--- src/ucb_pkg.sv ---
// ============================================================================
// ucb_pkg
// Shared types and constants of the UART command and bridge line processor.
// ============================================================================
`default_nettype none

package ucb_pkg;

    localparam int CMD_DEPTH_DEF = 32;
    localparam int BL_DEPTH_DEF  = 32;

    localparam logic [15:0] TIMEOUT_RST = 16'd200;
    localparam int          PFX_LEN     = 7;
    localparam logic [1:0]  PLUS_SAT    = 2'd3;

    localparam logic [7:0] CH_CR   = 8'd13;
    localparam logic [7:0] CH_LF   = 8'd10;
    localparam logic [7:0] CH_PLUS = 8'd43;

    typedef enum logic [2:0] {
        EV_BYTE       = 3'd0,
        EV_START      = 3'd1,
        EV_STOP       = 3'd2,
        EV_BRIDGE_ON  = 3'd3,
        EV_BRIDGE_OFF = 3'd4,
        EV_DROP       = 3'd5
    } t_evt;

    typedef struct packed {
        logic       accept;
        logic       action;
        logic [7:0] rx_data;
        logic       rd_next;
    } t_cmd;

    typedef struct packed {
        logic       ev_valid;
        t_evt       ev_kind;
        logic       flush;
        logic [7:0] rd_byte;
        logic       rd_last;
    } t_sts;

endpackage

`default_nettype wire

--- src/ucb_if.sv ---
// ============================================================================
// ucb_in_if / ucb_out_if
// Request and result channels with valid/ready handshake.
// ============================================================================
`default_nettype none

interface ucb_in_if;
    logic       valid;
    logic       ready;
    logic       action;
    logic [7:0] rx_data;

    modport source (output valid, action, rx_data, input ready);
    modport sink   (input valid, action, rx_data, output ready);
endinterface

interface ucb_out_if;
    logic       valid;
    logic       ready;
    logic [2:0] event_kind;
    logic [7:0] out_byte;
    logic       last;

    modport source (output valid, event_kind, out_byte, last, input ready);
    modport sink   (input valid, event_kind, out_byte, last, output ready);
endinterface

`default_nettype wire

--- src/ucb_datapath.sv ---
// ============================================================================
// ucb_datapath
// Line state, command prefix, bridge line memory and idle timer.
// ============================================================================
`default_nettype none

module ucb_datapath import ucb_pkg::*; #(
    parameter int COMMAND_DEPTH     = CMD_DEPTH_DEF,
    parameter int BRIDGE_LINE_DEPTH = BL_DEPTH_DEF
) (
    input  wire logic        i_clk,
    input  wire logic        i_rst_n,
    input  wire logic        i_cfg_we,
    input  wire logic [15:0] i_cfg_wdata,
    input  wire t_cmd        i_cmd,
    output t_sts             o_sts
);

    localparam int CL_W = $clog2(COMMAND_DEPTH);
    localparam int BL_W = $clog2(BRIDGE_LINE_DEPTH);

    logic [15:0]     r_timeout;
    logic            r_mode,     n_mode;
    logic [CL_W-1:0] r_cmd_len,  n_cmd_len;
    logic [7:0]      r_pfx [PFX_LEN];
    logic [7:0]      n_pfx [PFX_LEN];
    logic [BL_W-1:0] r_bl_len,   n_bl_len;
    logic [1:0]      r_plus,     n_plus;
    logic            r_skip,     n_skip;
    logic [15:0]     r_idle,     n_idle;
    logic            r_ev_valid, n_ev_valid;
    t_evt            r_ev_kind,  n_ev_kind;
    logic            r_flush,    n_flush;
    logic [BL_W-1:0] r_flush_len, n_flush_len;
    logic [BL_W-1:0] r_rd_idx;
    logic [7:0]      r_rd_data;
    logic [7:0]      r_mem [BRIDGE_LINE_DEPTH];

    logic            mem_we;
    logic            mem_re;
    logic [BL_W-1:0] rd_addr;
    logic            do_run;
    logic [CL_W-1:0] run_len;
    logic [1:0]      plus_inc;
    logic [7:0]      b;

    assign b = i_cmd.rx_data;

    always_comb begin
        n_mode      = r_mode;
        n_cmd_len   = r_cmd_len;
        n_pfx       = r_pfx;
        n_bl_len    = r_bl_len;
        n_plus      = r_plus;
        n_skip      = r_skip;
        n_idle      = r_idle;
        n_ev_valid  = r_ev_valid;
        n_ev_kind   = r_ev_kind;
        n_flush     = r_flush;
        n_flush_len = r_flush_len;
        mem_we      = 1'b0;
        do_run      = 1'b0;
        run_len     = r_cmd_len;
        plus_inc    = 2'd0;

        if (i_cmd.accept) begin
            n_ev_valid = 1'b0;
            n_ev_kind  = EV_BYTE;
            n_flush    = 1'b0;
            if (!i_cmd.action) begin
                if (r_mode) begin
                    if (b == CH_LF && r_skip) begin
                        n_skip = 1'b0;
                    end else if (b == CH_CR || b == CH_LF) begin
                        n_skip = (b == CH_CR);
                        if (r_bl_len != '0) begin
                            n_flush     = 1'b1;
                            n_flush_len = r_bl_len;
                            n_plus      = 2'd0;
                            n_bl_len    = '0;
                        end
                    end else begin
                        n_skip = 1'b0;
                        if (b == CH_PLUS) begin
                            plus_inc = (r_plus == PLUS_SAT) ? r_plus : r_plus + 2'd1;
                        end
                        if (r_bl_len < BL_W'(BRIDGE_LINE_DEPTH - 1)) begin
                            mem_we   = 1'b1;
                            n_bl_len = r_bl_len + 1'b1;
                            if (plus_inc == PLUS_SAT && r_bl_len == BL_W'(2)) begin
                                n_plus     = 2'd0;
                                n_bl_len   = '0;
                                n_mode     = 1'b0;
                                n_ev_valid = 1'b1;
                                n_ev_kind  = EV_BRIDGE_OFF;
                            end else begin
                                n_plus = plus_inc;
                            end
                        end else begin
                            n_bl_len   = '0;
                            n_plus     = 2'd0;
                            n_ev_valid = 1'b1;
                            n_ev_kind  = EV_DROP;
                        end
                    end
                end else if (r_cmd_len < CL_W'(COMMAND_DEPTH - 1)) begin
                    for (int i = 0; i < PFX_LEN; i++) begin
                        if (r_cmd_len == CL_W'(i)) begin
                            n_pfx[i] = b;
                        end
                    end
                    n_cmd_len = r_cmd_len + 1'b1;
                    n_idle    = '0;
                    if (b == CH_CR || b == CH_LF) begin
                        do_run  = 1'b1;
                        run_len = r_cmd_len;
                    end else if (n_cmd_len == CL_W'(COMMAND_DEPTH - 1)) begin
                        do_run  = 1'b1;
                        run_len = n_cmd_len;
                    end
                end
            end else if (r_cmd_len != '0) begin
                n_idle = (r_idle == 16'hFFFF) ? r_idle : r_idle + 16'd1;
                if (n_idle >= r_timeout) begin
                    do_run  = 1'b1;
                    run_len = r_cmd_len;
                end
            end

            if (do_run) begin
                n_cmd_len = '0;
                n_idle    = '0;
                if (run_len == CL_W'(5) &&
                    {n_pfx[0], n_pfx[1], n_pfx[2], n_pfx[3], n_pfx[4]} == "start") begin
                    n_ev_valid = 1'b1;
                    n_ev_kind  = EV_START;
                end else if (run_len == CL_W'(4) &&
                    {n_pfx[0], n_pfx[1], n_pfx[2], n_pfx[3]} == "stop") begin
                    n_ev_valid = 1'b1;
                    n_ev_kind  = EV_STOP;
                end else if ((run_len == CL_W'(3) &&
                              {n_pfx[0], n_pfx[1], n_pfx[2]} == "esp") ||
                             (run_len == CL_W'(6) &&
                              {n_pfx[0], n_pfx[1], n_pfx[2], n_pfx[3], n_pfx[4],
                               n_pfx[5]} == "esp_on") ||
                             (run_len == CL_W'(2) &&
                              {n_pfx[0], n_pfx[1]} == "at")) begin
                    n_plus     = 2'd0;
                    n_skip     = 1'b0;
                    n_bl_len   = '0;
                    n_mode     = 1'b1;
                    n_ev_valid = 1'b1;
                    n_ev_kind  = EV_BRIDGE_ON;
                end else if (run_len == CL_W'(7) &&
                    {n_pfx[0], n_pfx[1], n_pfx[2], n_pfx[3], n_pfx[4], n_pfx[5],
                     n_pfx[6]} == "esp_off") begin
                    n_plus     = 2'd0;
                    n_skip     = 1'b0;
                    n_bl_len   = '0;
                    n_mode     = 1'b0;
                    n_ev_valid = 1'b1;
                    n_ev_kind  = EV_BRIDGE_OFF;
                end
            end
        end
    end

    assign mem_re  = i_cmd.accept || i_cmd.rd_next;
    assign rd_addr = i_cmd.accept ? '0 : r_rd_idx + 1'b1;

    always_ff @(posedge i_clk) begin
        if (!i_rst_n) begin
            r_timeout  <= TIMEOUT_RST;
            r_mode     <= 1'b0;
            r_cmd_len  <= '0;
            r_bl_len   <= '0;
            r_plus     <= 2'd0;
            r_skip     <= 1'b0;
            r_idle     <= '0;
            r_ev_valid <= 1'b0;
            r_ev_kind  <= EV_BYTE;
            r_flush    <= 1'b0;
            r_rd_idx   <= '0;
        end else begin
            if (i_cfg_we) begin
                r_timeout <= i_cfg_wdata;
            end
            r_mode     <= n_mode;
            r_cmd_len  <= n_cmd_len;
            r_bl_len   <= n_bl_len;
            r_plus     <= n_plus;
            r_skip     <= n_skip;
            r_idle     <= n_idle;
            r_ev_valid <= n_ev_valid;
            r_ev_kind  <= n_ev_kind;
            r_flush    <= n_flush;
            if (mem_re) begin
                r_rd_idx <= rd_addr;
            end
        end
    end

    always_ff @(posedge i_clk) begin
        r_pfx       <= n_pfx;
        r_flush_len <= n_flush_len;
    end

    always_ff @(posedge i_clk) begin
        if (mem_we) begin
            r_mem[r_bl_len] <= b;
        end
        if (mem_re) begin
            r_rd_data <= r_mem[rd_addr];
        end
    end

    assign o_sts.ev_valid = r_ev_valid;
    assign o_sts.ev_kind  = r_ev_kind;
    assign o_sts.flush    = r_flush;
    assign o_sts.rd_byte  = r_rd_data;
    assign o_sts.rd_last  = (r_rd_idx == r_flush_len - 1'b1);

    a_cmd_len_bound: assert property (@(posedge i_clk) disable iff (!i_rst_n)
        r_cmd_len < CL_W'(COMMAND_DEPTH - 1))
        else $error("command length reached full store at rest");

    a_plus_le_len: assert property (@(posedge i_clk) disable iff (!i_rst_n)
        BL_W'(r_plus) <= r_bl_len)
        else $error("plus run longer than bridge line");

    a_flush_nonempty: assert property (@(posedge i_clk) disable iff (!i_rst_n)
        r_flush |-> r_flush_len != '0)
        else $error("flush of empty bridge line");

endmodule

`default_nettype wire

--- src/ucb_ctrl.sv ---
// ============================================================================
// ucb_ctrl
// Request handshake, result sequencing and output register.
// ============================================================================
`default_nettype none

module ucb_ctrl import ucb_pkg::*; (
    input  wire logic   i_clk,
    input  wire logic   i_rst_n,
    ucb_in_if.sink      i_req,
    ucb_out_if.source   o_rsp,
    input  wire t_sts   i_sts,
    output t_cmd        o_cmd
);

    typedef enum logic [2:0] {
        S_IDLE,
        S_DECIDE,
        S_BYTES,
        S_CR,
        S_LF
    } t_state;

    t_state     r_state;
    logic       r_out_valid;
    t_evt       r_out_kind;
    logic [7:0] r_out_byte;
    logic       r_out_last;

    logic accept;
    logic slot_free;

    assign i_req.ready = (r_state == S_IDLE);
    assign accept      = i_req.valid && i_req.ready;
    assign slot_free   = !r_out_valid || o_rsp.ready;

    assign o_cmd.accept  = accept;
    assign o_cmd.action  = i_req.action;
    assign o_cmd.rx_data = i_req.rx_data;
    assign o_cmd.rd_next = (r_state == S_BYTES) && slot_free;

    always_ff @(posedge i_clk) begin
        if (!i_rst_n) begin
            r_state     <= S_IDLE;
            r_out_valid <= 1'b0;
            r_out_kind  <= EV_BYTE;
            r_out_byte  <= '0;
            r_out_last  <= 1'b0;
        end else begin
            if (r_out_valid && o_rsp.ready) begin
                r_out_valid <= 1'b0;
            end
            unique case (r_state)
                S_IDLE: begin
                    if (accept) begin
                        r_state <= S_DECIDE;
                    end
                end
                S_DECIDE: begin
                    if (i_sts.flush) begin
                        r_state <= S_BYTES;
                    end else if (!i_sts.ev_valid) begin
                        r_state <= S_IDLE;
                    end else if (slot_free) begin
                        r_out_valid <= 1'b1;
                        r_out_kind  <= i_sts.ev_kind;
                        r_out_byte  <= '0;
                        r_out_last  <= 1'b1;
                        r_state     <= S_IDLE;
                    end
                end
                S_BYTES: begin
                    if (slot_free) begin
                        r_out_valid <= 1'b1;
                        r_out_kind  <= EV_BYTE;
                        r_out_byte  <= i_sts.rd_byte;
                        r_out_last  <= 1'b0;
                        if (i_sts.rd_last) begin
                            r_state <= S_CR;
                        end
                    end
                end
                S_CR: begin
                    if (slot_free) begin
                        r_out_valid <= 1'b1;
                        r_out_kind  <= EV_BYTE;
                        r_out_byte  <= CH_CR;
                        r_out_last  <= 1'b0;
                        r_state     <= S_LF;
                    end
                end
                S_LF: begin
                    if (slot_free) begin
                        r_out_valid <= 1'b1;
                        r_out_kind  <= EV_BYTE;
                        r_out_byte  <= CH_LF;
                        r_out_last  <= 1'b1;
                        r_state     <= S_IDLE;
                    end
                end
                default: begin
                    r_state <= S_IDLE;
                end
            endcase
        end
    end

    assign o_rsp.valid      = r_out_valid;
    assign o_rsp.event_kind = r_out_kind;
    assign o_rsp.out_byte   = r_out_byte;
    assign o_rsp.last       = r_out_last;

    a_bytes_flush: assert property (@(posedge i_clk) disable iff (!i_rst_n)
        (r_state == S_BYTES) |-> i_sts.flush)
        else $error("byte drain without a pending flush");

    a_accept_decide: assert property (@(posedge i_clk) disable iff (!i_rst_n)
        accept |=> (r_state == S_DECIDE))
        else $error("accepted request not decoded");

    a_out_hold: assert property (@(posedge i_clk) disable iff (!i_rst_n)
        (r_out_valid && !o_rsp.ready) |=>
        (r_out_valid && $stable(r_out_kind) && $stable(r_out_byte) && $stable(r_out_last)))
        else $error("result changed while stalled");

endmodule

`default_nettype wire

--- src/uart_command_and_bridge_line_processor_unit.sv ---
// ============================================================================
// uart_command_and_bridge_line_processor_unit
// UART command matcher and line bridge, top level.
// ============================================================================
// Request channel i_req: action 0 carries a received UART byte in rx_data,
// action 1 is a one millisecond tick. Result channel o_rsp: event_kind with
// out_byte for forwarded bytes; last marks the final result of a request.
// i_cfg_we / i_cfg_wdata write the idle timeout in ticks (reset 200).
// A request is decoded in the cycle after it is taken. A request that
// gives no result then returns to idle; a single event waits only for
// the output register. A bridge line drains from the line memory through
// its single read port at one byte per cycle while the output register
// is free, followed by CR and LF.
// No new request is taken until the current one's results are all loaded
// into the output register; the last result may still wait there while
// the next request is accepted. A stalled receiver simply holds o_rsp.
// Reset returns to command mode with empty lines and the timeout at 200;
// no clearing pass is needed.
// ============================================================================
`default_nettype none

module uart_command_and_bridge_line_processor_unit import ucb_pkg::*; #(
    parameter int COMMAND_DEPTH     = CMD_DEPTH_DEF,
    parameter int BRIDGE_LINE_DEPTH = BL_DEPTH_DEF
) (
    input  wire logic        i_clk,
    input  wire logic        i_rst_n,
    input  wire logic        i_cfg_we,
    input  wire logic [15:0] i_cfg_wdata,
    ucb_in_if.sink           i_req,
    ucb_out_if.source        o_rsp
);

    t_cmd cmd;
    t_sts sts;

    ucb_ctrl u_ctrl (
        .i_clk   (i_clk),
        .i_rst_n (i_rst_n),
        .i_req   (i_req),
        .o_rsp   (o_rsp),
        .i_sts   (sts),
        .o_cmd   (cmd)
    );

    ucb_datapath #(
        .COMMAND_DEPTH     (COMMAND_DEPTH),
        .BRIDGE_LINE_DEPTH (BRIDGE_LINE_DEPTH)
    ) u_datapath (
        .i_clk       (i_clk),
        .i_rst_n     (i_rst_n),
        .i_cfg_we    (i_cfg_we),
        .i_cfg_wdata (i_cfg_wdata),
        .i_cmd       (cmd),
        .o_sts       (sts)
    );

endmodule

`default_nettype wire

--- src/flat_wrapper.sv ---
// flat-port wrapper written by rule: the top's interface ports become plain ports
module uart_command_and_bridge_line_processor_unit_flat import ucb_pkg::*;
#(
    parameter int COMMAND_DEPTH     = CMD_DEPTH_DEF,
    parameter int BRIDGE_LINE_DEPTH = BL_DEPTH_DEF
)
  (i_clk, i_rst_n, i_cfg_we, i_cfg_wdata, i_req_valid, i_req_action, i_req_rx_data, i_req_ready, o_rsp_valid, o_rsp_event_kind, o_rsp_out_byte, o_rsp_last, o_rsp_ready);
  ucb_in_if i_req_i ();
  ucb_out_if o_rsp_i ();
  input  wire logic i_clk;
  input  wire logic i_rst_n;
  input  wire logic i_cfg_we;
  input  wire logic [15:0] i_cfg_wdata;
  input wire logic [$bits(i_req_i.valid)-1:0] i_req_valid;
  input wire logic [$bits(i_req_i.action)-1:0] i_req_action;
  input wire logic [$bits(i_req_i.rx_data)-1:0] i_req_rx_data;
  output wire logic [$bits(i_req_i.ready)-1:0] i_req_ready;
  output wire logic [$bits(o_rsp_i.valid)-1:0] o_rsp_valid;
  output wire logic [$bits(o_rsp_i.event_kind)-1:0] o_rsp_event_kind;
  output wire logic [$bits(o_rsp_i.out_byte)-1:0] o_rsp_out_byte;
  output wire logic [$bits(o_rsp_i.last)-1:0] o_rsp_last;
  input wire logic [$bits(o_rsp_i.ready)-1:0] o_rsp_ready;
  assign i_req_i.valid = i_req_valid;
  assign i_req_i.action = i_req_action;
  assign i_req_i.rx_data = i_req_rx_data;
  assign i_req_ready = i_req_i.ready;
  assign o_rsp_valid = o_rsp_i.valid;
  assign o_rsp_event_kind = o_rsp_i.event_kind;
  assign o_rsp_out_byte = o_rsp_i.out_byte;
  assign o_rsp_last = o_rsp_i.last;
  assign o_rsp_i.ready = o_rsp_ready;
  uart_command_and_bridge_line_processor_unit #(.COMMAND_DEPTH(COMMAND_DEPTH), .BRIDGE_LINE_DEPTH(BRIDGE_LINE_DEPTH)) u_core (.i_clk(i_clk), .i_rst_n(i_rst_n), .i_cfg_we(i_cfg_we), .i_cfg_wdata(i_cfg_wdata), .i_req(i_req_i), .o_rsp(o_rsp_i));
endmodule
--- config.mk ---
export PLATFORM = sky130hd
export DESIGN_NAME = uart_command_and_bridge_line_processor_unit_flat
export DESIGN_NICKNAME = d
export VERILOG_FILES = /design/src/ucb_pkg.sv /design/src/ucb_if.sv /design/src/ucb_datapath.sv /design/src/ucb_ctrl.sv /design/src/uart_command_and_bridge_line_processor_unit.sv /design/src/flat_wrapper.sv
export SDC_FILE = /design/constraint.sdc
export NUM_CORES = 1
export LEC_CHECK = 0
export BUFFER_PORTS_ARGS = -buffer_cell sky130_fd_sc_hd__buf_4
export CELL_PAD_IN_SITES_DETAIL_PLACEMENT = 0
export CELL_PAD_IN_SITES_GLOBAL_PLACEMENT = 1
export CORE_ASPECT_RATIO = 1.2
export CORE_MARGIN = 1
export CORE_UTILIZATION = 36
export DETAILED_ROUTE_END_ITERATION = 8
export GPL_TIMING_DRIVEN = 0
export PLACE_DENSITY_LB_ADDON = 0.1
export SYNTH_ARGS = -nofsm -noshare
export SYNTH_HDL_FRONTEND = slang
export SYNTH_SLANG_ARGS = --single-unit
--- constraint.sdc ---
create_clock -name i_clk -period 5.35 [get_ports i_clk]
set_clock_uncertainty 0.05 [all_clocks]
set_input_delay 0.8025 -clock i_clk [delete_from_list [all_inputs] [get_ports i_clk]]
set_output_delay 0.8025 -clock i_clk [all_outputs]
set_load 0.02 [all_outputs]
==> metrics <==
pwr/cell area=373 nW/um2; Clock Sinks=397; post-synth top area share=54.7%; Core Util, Final=41.5%; routed vias=11436; largest net degree at the start of global routing=61; Area growth, synth to finish=14.2%; Final ANT Viol Nets=0; Required @ worst endpoint=5.80 ns; Setup Fix Bufs, Post-CTS=0; DIE AREA=50500 um2; Commonest cells post-synth=325 x edfxtp_1, 113 x nor2_1, 109 x nand2_1; Hold Vio Cnt, Final=0; HPWL Detailed=32700 um; Synth async-reset ratio=0%; sequential share of the synthesized area=62.8%; initial antenna violation count=1; Max stage delay on crit path=0.51 ns; Worst-Margin Slew=0.963 ns; pre-CTS setup slack=0.523 ns; unique cell type count in the Yosys netlist=87; top cells by area, synth=edfxtp_1 55%, dfxtp_1 8.1%, mux4_2 6.1%; Skew-Pair Late Insertion Delay=0.58 ns; final setup vio count=0; io pins=44; fmax=206 MHz; final worst-path cycle share=90.6%; Worst path top cell family by delay=compound AO/OA/AOI/OAI gates; total core area=49100 um2; grt ovf=0; RSZ-0062 raised after global routing=no; number of max-cap violations=0; Arr. time, crit path=5.29 ns; CP startpoint=u_core.u_datapath.r_idle[3]$_SDFFE_PN0P_; crit-path max FO=10; CTS root buffer=clkbuf_16; HP Class=register to register; DRT iter0 DRCs=787; Diodes inserted=0; slew margin rel.=35.5%; WL final=48500 um; cts hold-fix bufs=0; synth warn=0; Critical R2R Capture=u_core.u_datapath.r_idle[11]$_SDFFE_PN0P_; Setup WS post-layout=0.504 ns; startpoint types=register; initial cell density of the core=36.3%; vias in the first global route=11209; Final Max Slew Viols=0; CTS H-tree lvls=2; final period demand of the worst path=4.85 ns; IO Port Bufs=42; Post-Synthesis Net Count=1389; count leader, synth=edfxtp_1; Synth Instances=1332; cells along the critical path=clkbuf_1 -> nand4_1 -> nor4_1 -> a31o_2 -> or2_2 -> clkbuf_1 -> nor2_1 -> xor2_1 -> ha_1 -> nand3_1 -> a21boi_0 -> a211oi_1 -> o221a_2 -> and2_1 -> clkbuf_1 -> clkbuf_1 -> a22oi_1 -> nor2_1; Static Leak=6.84 nW; Post-synth EDFFs=325; Levels on crit path=18; vias per cell=5.47; worst vdd ir=0.204 mV; RePlAce Congestion=0.805; share of cells above drive strength 1=18.0%; crit path capture=u_core.u_datapath.r_idle[11]$_SDFFE_PN0P_; Final TNS setup=0 ns; Row Count=89; syn_area_per_cell=13.4 um2; Mapped Area=17800 um2; post_cts resized=0; worst setup path class=register to register; Critical path buffers and inverters=4; Die Wd=205 um; CTS Buffer Depth=3; CTS tree=built; Finished Cell Area=20400 um2; drt first pass iters=5; Most used DFF post-synth=edfxtp_1; Cell Area, Placed=19000 um2; DRC viols=0; FF-to-FF setup slack=0.50 ns; area leader, netlist=edfxtp_1; Synth Register Bits=397; Worst Reg-to-Reg Cells=18; WL/cell=23.2 um; WHS=0.397 ns; Final #Nets=1479; Total GRT Usage=19.5%; CP endpoint kind=register; crit-path most repeated cell=clkbuf_1; CTS buffer count=44; Worst R2R Start=u_core.u_datapath.r_idle[3]$_SDFFE_PN0P_; status=finished, final reports clean; Die Ht=246 um; clock-pin slew on the worst setup and hold paths=0.06 ns; first-pass GRT wire length=72200 um; Slowest-stage cell, CP=nor4_1
-- logic make-up after synthesis --
logic type | Yosys count | share of synthesized area [%]
AOI/OAI and AO/OA | 287 | 10.6
DFF | 397 | 62.8
buffers and inverters | 109 | 2.71
adders and majority gates | 27 | 1.89
muxes | 110 | 9.84
and+or+nand+nor | 380 | 11.1
xor gates and xnor gates | 22 | 1.08
-- registers in the layout, summed over array words and instances (netlist names), 8 cells and up --
name	cells
u_core.u_ctrl.o_rsp.out_byte	8
u_core.u_datapath.r_timeout	16
u_core.u_datapath.r_pfx	56
u_core.u_datapath.r_mem	256
u_core.u_datapath.r_idle	16
u_core.u_datapath.r_rd_data	8
-- metal layers --
| metal | up-vias | share of wire [%] | GRT usage (%) | wire, um |
|---|---|---|---|---|
| met2 | 269 | 47 | 30.9 | 22600 |
| met5 | - | 0 | 0 | 0 |
| met4 | 0 | 2.0 | 6.06 | 967 |
| met3 | 54 | 4.8 | 2.41 | 2340 |
| met1 | 5755 | 47 | 27.8 | 22500 |
| li1 | 5358 | - | - | - |
-- where the power goes --
| part | internal (mW) | switching [mW] | total [mW] |
|---|---|---|---|
| clock network | 1.69 | 1.25 | 2.95 |
| logic | 0.386 | 0.674 | 1.06 |
| registers | 3.53 | 0.0730 | 3.61 |
-- worst min-delay path by stage --
stage | startpoint | endpoint | cells after the start
final | u_core.u_ctrl.o_rsp.out_byte[4]$_SDFFE_PN0P_ | u_core.u_ctrl.o_rsp.out_byte[4]$_SDFFE_PN0P_ | 2
after global routing | i_cfg_wdata[3] | u_core.u_datapath.r_timeout[3]$_SDFFE_PN1P_ | 3
after CTS | i_cfg_wdata[3] | u_core.u_datapath.r_timeout[3]$_SDFFE_PN1P_ | 3
after detailed placement | u_core.u_ctrl.o_rsp.event_kind[1]$_SDFFE_PN0P_ | u_core.u_ctrl.o_rsp.event_kind[1]$_SDFFE_PN0P_ | 2
after global placement | u_core.u_ctrl.o_rsp.event_kind[1]$_SDFFE_PN0P_ | u_core.u_ctrl.o_rsp.event_kind[1]$_SDFFE_PN0P_ | 2
after floorplan | u_core.u_datapath.r_ev_kind[1]$_SDFFE_PN0P_ | u_core.u_datapath.r_ev_kind[1]$_SDFFE_PN0P_ | 2
-- stage by stage --
| stage | total power, mW | cells |
|---|---|---|
| global placement | 4.73 | 2011 |
| floorplan | 4.31 | 1332 |
| global route | 7.90 | 2091 |
| detailed placement | 4.74 | 2013 |
| finish | 7.61 | 2091 |
| CTS | 7.70 | 2091 |
-- worst reg2reg max path: stages, from the launching register on --
cell and delay (ns):
dfxtp_1 0.31, clkbuf_1 0.25, nand4_1 0.20, nor4_1 0.51
a31o_2 0.28, or2_2 0.11, clkbuf_1 0.24, nor2_1 0.09
xor2_1 0.22, ha_1 0.28, nand3_1 0.08, a21boi_0 0.15
a211oi_1 0.47, o221a_2 0.35, and2_1 0.14, clkbuf_1 0.32
clkbuf_1 0.45, a22oi_1 0.17, nor2_1 0.12
-- cell usage in the layout, fill, tap and decap left out, drive strengths merged, types with 14 or more instances in the layout --
cell type  instances
a21oi             44
a22oi             14
buf               75
clkbuf           105
dfxtp             72
edfxtp           325
ha                27
inv               37
mux2              44
mux2i             18
mux4              48
nand2            111
nand3             32
nor2             114
nor3              21
o21ai             84
o221ai            33
o22ai             36
-- cell type report --
class,instances,area (um2)
fill,4562,28700
sequential,397,11200
multi-input combinational,826,6160
clock buffer,62,1220
tap,637,797
buffer,74,357
timing repair buffer,44,348
clock inverter,16,169
inverter,35,131
Note: power is estimated with default switching activity, not from simulation.
